--- config.mk ---
export PLATFORM = sky130hd
export DESIGN_NAME = vtv_view
export DESIGN_NICKNAME = d
export VERILOG_FILES = /design/src/rtl/vtv_pkg.sv /design/src/rtl/vtv_view.sv
export SDC_FILE = /design/constraint.sdc
export NUM_CORES = 2
export LEC_CHECK = 0
export ABC_AREA = 1
export CAP_MARGIN = 10
export CORE_MARGIN = 5
export CORE_UTILIZATION = 55
export DETAILED_ROUTE_END_ITERATION = 10
export DONT_BUFFER_PORTS = 1
export PLACE_DENSITY = 0.73
export SLEW_MARGIN = 10
export SYNTH_ARGS = -nofsm -noshare
export SYNTH_HDL_FRONTEND = slang
export SYNTH_SLANG_ARGS = --single-unit
--- constraint.sdc ---
create_clock -name aclk -period 8.18 [get_ports aclk]
set_input_delay 1.636 -clock aclk [delete_from_list [all_inputs] [get_ports aclk]]
set_output_delay 1.636 -clock aclk [all_outputs]
set_load 0.01 [all_outputs]
--- src/rtl/vtv_pkg.sv ---
// shared types, codes and saturation helper for the vertex transform block
package vtv_pkg;

    localparam int FIELD_W = 32;
    localparam int ACC_W   = 68;

    typedef logic signed [FIELD_W-1:0] coord_t;
    typedef logic signed [ACC_W-1:0]   acc_t;

    // configuration register indexes
    typedef enum logic [1:0] {
        REG_VIEWPORT_LEFT = 2'd0,
        REG_VIEWPORT_TOP  = 2'd1,
        REG_FB_WIDTH      = 2'd2,
        REG_FB_HEIGHT     = 2'd3
    } cfg_reg_t;

    typedef enum logic {
        MODE_LOAD      = 1'b0,
        MODE_TRANSFORM = 1'b1
    } mode_t;

    typedef enum logic {
        SEL_WORLD     = 1'b0,
        SEL_VIEW_PROJ = 1'b1
    } mat_sel_t;

    // per-item control that travels with the data
    typedef struct packed {
        mode_t      mode;
        mat_sel_t   sel;
        logic [3:0] idx;
        coord_t     value;
        logic       fault;
    } item_ctl_t;

    // clamp a wide sum to the signed range of cwe bits
    function automatic coord_t sat_coord(acc_t v, int cwe);
        acc_t qmax;
        acc_t qmin;
        qmax = (acc_t'(1) <<< (cwe - 1)) - acc_t'(1);
        qmin = ~qmax;
        if (v > qmax) begin
            return qmax[FIELD_W-1:0];
        end else if (v < qmin) begin
            return qmin[FIELD_W-1:0];
        end
        return v[FIELD_W-1:0];
    endfunction

endpackage

--- src/rtl/vtv_view.sv ---
// viewport mapping: size products, then halving, offset and saturation
module vtv_view #(
    parameter int CWE = 32,
    parameter int FB  = 16
) (
    input  logic                aclk,
    input  logic                aresetn,
    input  logic                en,
    input  logic [11:0]         vp_left,
    input  logic [11:0]         vp_top,
    input  logic [12:0]         fb_width,
    input  logic [12:0]         fb_height,
    input  logic                in_valid,
    input  vtv_pkg::item_ctl_t  in_ctl,
    input  vtv_pkg::coord_t     in_vec [3],
    output logic                out_valid,
    output vtv_pkg::item_ctl_t  out_ctl,
    output vtv_pkg::coord_t     out_vec [3],
    output vtv_pkg::coord_t     out_sx,
    output vtv_pkg::coord_t     out_sy
);
    import vtv_pkg::*;

    localparam int PX_W = FIELD_W + 14;

    logic signed [PX_W-1:0] px_reg;
    logic signed [PX_W-1:0] py_reg;
    coord_t                 n_reg [3];
    item_ctl_t              ctl1_reg;
    logic                   valid1_reg;
    acc_t                   sx_sum;
    acc_t                   sy_sum;

    always_ff @(posedge aclk) begin
        if (!aresetn) begin
            valid1_reg <= 1'b0;
            out_valid  <= 1'b0;
        end else if (en) begin
            valid1_reg <= in_valid;
            out_valid  <= valid1_reg;
        end
    end

    // scale by framebuffer size
    always_ff @(posedge aclk) begin
        if (en) begin
            px_reg   <= in_vec[0] * $signed({1'b0, fb_width});
            py_reg   <= in_vec[1] * $signed({1'b0, fb_height});
            n_reg    <= in_vec;
            ctl1_reg <= in_ctl;
        end
    end

    // half, center and offset
    always_comb begin
        sx_sum = (acc_t'(vp_left) <<< FB)
               + ((acc_t'(px_reg) + (acc_t'(fb_width) <<< FB)) >>> 1);
        sy_sum = (acc_t'(vp_top) <<< FB)
               + (((acc_t'(fb_height) <<< FB) - acc_t'(py_reg)) >>> 1);
    end

    always_ff @(posedge aclk) begin
        if (en) begin
            out_sx  <= sat_coord(sx_sum, CWE);
            out_sy  <= sat_coord(sy_sum, CWE);
            out_vec <= n_reg;
            out_ctl <= ctl1_reg;
        end
    end

endmodule

==> results.sh <==
export IMPL_area_growth_pct=5.03
export IMPL_drive_above_1_share_pct=2.87
export IMPL_cts_tree="done"
export IMPL_netlist_area_leader_share_pct=30.9
export IMPL_routabilityCongestion=0.930
export IMPL_io_buffers=0
export IMPL_synthFlopType="edfxtp_1"
export IMPL_slew_viol_final=283
export IMPL_dpl_hpwl_mm=90.8
export IMPL_setup_slack_ps=1340
export IMPL_final_nets=6750
export IMPL_htree_levels=2
export IMPL_cts_resized=0
export IMPL_start_kind="input pin"
export IMPL_grt_pass1_vias=36200
export IMPL_hold_viol=0
export IMPL_synth_most_common_cell="nand2_1"
export IMPL_pre_cts_slack_ps=746
export IMPL_synth_area_leaders="fa_1, edfxtp_1, nand2_1, inv_1, ha_1"
export IMPL_rows=109
export IMPL_status="complete, but fails checks"
export IMPL_ys_seq_elements=427
export IMPL_syn_nets=6856
export IMPL_synth_edf_count=425
export IMPL_crit_type="in2reg"
export IMPL_initial_core_util_pct=55.6
export IMPL_setup_tns_ps=0
export IMPL_rsz0062_at_grt="no"
export IMPL_firstDrtPassIters=8
export IMPL_setup_viol=0
export IMPL_drtAntennaViolNets=0
export IMPL_antenna_found_initial=3
export IMPL_worst_hold_slack_ps=414
export IMPL_maxClockFrequency_mhz=146
export IMPL_num_vias=35000
export IMPL_clk_pin_slew_ps=60
export IMPL_fillers=7618
export IMPL_fp_dieH_um=309
export IMPL_synth_avg_cell_area_um2=8.71
export IMPL_core_mm2=0.0885
export IMPL_cts_buffer_depth=3
export IMPL_numCtsBuffers=47
export IMPL_finalCritPeriodShare_pct=83.6
export IMPL_ctsHoldBuffers=0
export IMPL_die_width_um=309
export IMPL_grt_max_degree=429
export IMPL_synthCells=5645
export IMPL_clock_root_buffer="clkbuf_16"
export IMPL_totalWireLength_mm=115
export IMPL_max_slew_margin_rel_pct=-58.4
export IMPL_tightest_slew_ps=2380
export IMPL_wl_per_cell_um=17.1
export IMPL_synth_area_leader_cell="fa_1"
export IMPL_async_flop_share_pct=0
export IMPL_via_per_inst=5.19
export IMPL_worstPathRequired_ps=8540
export IMPL_endpoint_kind="register"
export IMPL_post_cts_buffers=0
export IMPL_hp_class="reg2reg"
export IMPL_clkSinkCount=427
export IMPL_track_usage_pct=24.8
export IMPL_gr_total_overflow=0
export IMPL_grt_pass1_wl_mm=189
export IMPL_ys_seq_area_share_pct=26.0
export IMPL_boundaryPins=389
export IMPL_violations="max-slew violations"
export IMPL_dieArea_mm2=0.0955
export IMPL_syn_area_mm2=0.0492
export IMPL_arrival_ps=7200
export IMPL_cap_violations=0
export IMPL_min_period_ps=6840
export IMPL_drtIter0Drc=2655
export IMPL_drc_errors=0
export IMPL_fin_skew_ps=38.9
export IMPL_path_max_fanout=33
export IMPL_yosys_warnings=0
export IMPL_clk_latency_ps=650
export IMPL_synthDistinctLibCells=50
export IMPL_synth_common_cells="nand2_1, inv_1, fa_1"
[cell type report]
cell class | instances | area, um2 | area share [%]
Clock inverter | 32 | 469 | 0.908
Tap cell | 1165 | 1460 | 2.82
Multi-Input combinational cell | 3546 | 30000 | 58.1
Antenna cell | 1 | 2.50 | 0.00484
Inverter | 1517 | 5690 | 11.0
Sequential cell | 427 | 12800 | 24.8
Clock buffer | 55 | 1210 | 2.33
[final timing paths]
kind / from / endpoint / slack (ps) / cells past startpoint
worst max-delay path: fb_width[2] / px_reg[30]$_DFFE_PP_ / 1340 / 24
worst min register to register: n_reg[80]$_DFFE_PP_ / out_vec[80]$_DFFE_PP_ / 410 / 0
worst min-delay path: n_reg[80]$_DFFE_PP_ / out_vec[80]$_DFFE_PP_ / 410 / 0
worst max register to register: py_reg[16]$_DFFE_PP_ / out_sy[29]$_DFFE_PP_ / 2790 / 23
[metrics by stage]
stage / std cells / cell area (um2) / utilization, %
5_1_grt: 6742 / 51700 / 58.4
4_1_cts: 6742 / 51700 / 58.4
6_report: 6743 / 51700 / 58.4
2_1_floorplan: 5645 / 49200 / -
3_5_place_dp: 6655 / 50000 / 56.5
3_3_place_gp: 6655 / 50000 / 56.5
[layout by cell type, fill, tap and decap left out, types with 5 or more instances in the layout]
master      instances
nand2_1          1519
inv_1            1501
fa_1              759
edfxtp_1          425
ha_1              263
nor2_1            242
a21oi_1           162
nand3_1           124
xor2_1            109
o21ai_0            78
xnor2_1            61
clkbuf_16          47
nand4_1            41
nand2_2            29
a31oi_1            26
nor3_1             22
nor2_2             18
inv_2              15
o21a_1             11
a21o_1             10
o21bai_1            8
nand3_2             8
clkbuf_1            8
bufinv_16           8
clkinv_1            7
o21ai_1             6
o31ai_1             6
nor2_4              6
clkinvlp_4          5
[cells by family (layout without fill, tap and decap cells)]
kind of cell    after synthesis  in the layout  synth area share [%]
xor+xnor                    170            170                  3.03
compound gates              324            324                  3.66
simple gates               2030           2030                  16.8
fa+ha+maj                  1022           1022                  37.6
flops                       427            427                  26.0
buf+inv                    1672           1604                  12.9
other cells                   0              1                     0
[critical path, cell delays in order]
cell and delay (ps):
nand2_1 50, inv_1 50, fa_1 530, inv_1 50
fa_1 470, inv_1 50, fa_1 500, inv_1 60
fa_1 530, inv_1 50, fa_1 470, inv_1 50
fa_1 470, inv_1 50, ha_1 340, a21oi_1 240
o21ai_1 140, a21oi_1 220, o21ai_1 150, a21boi_0 280
o21ai_0 210, a21boi_1 260, o21ai_0 140, xor2_1 160
[layer usage]
metal / track usage (%) / vias up / part of all wire, %
met2: 40.5 / 1183 / 47
met4: 6.29 / 6 / 2.1
met1: 34.8 / 17100 / 44
li1: - / 16500 / -
met3: 4.42 / 176 / 7.5
met5: 0 / - / 0.029
Power is not shown: default switching activity piles up to over one toggle a cycle in this logic, so the estimate is an artifact.
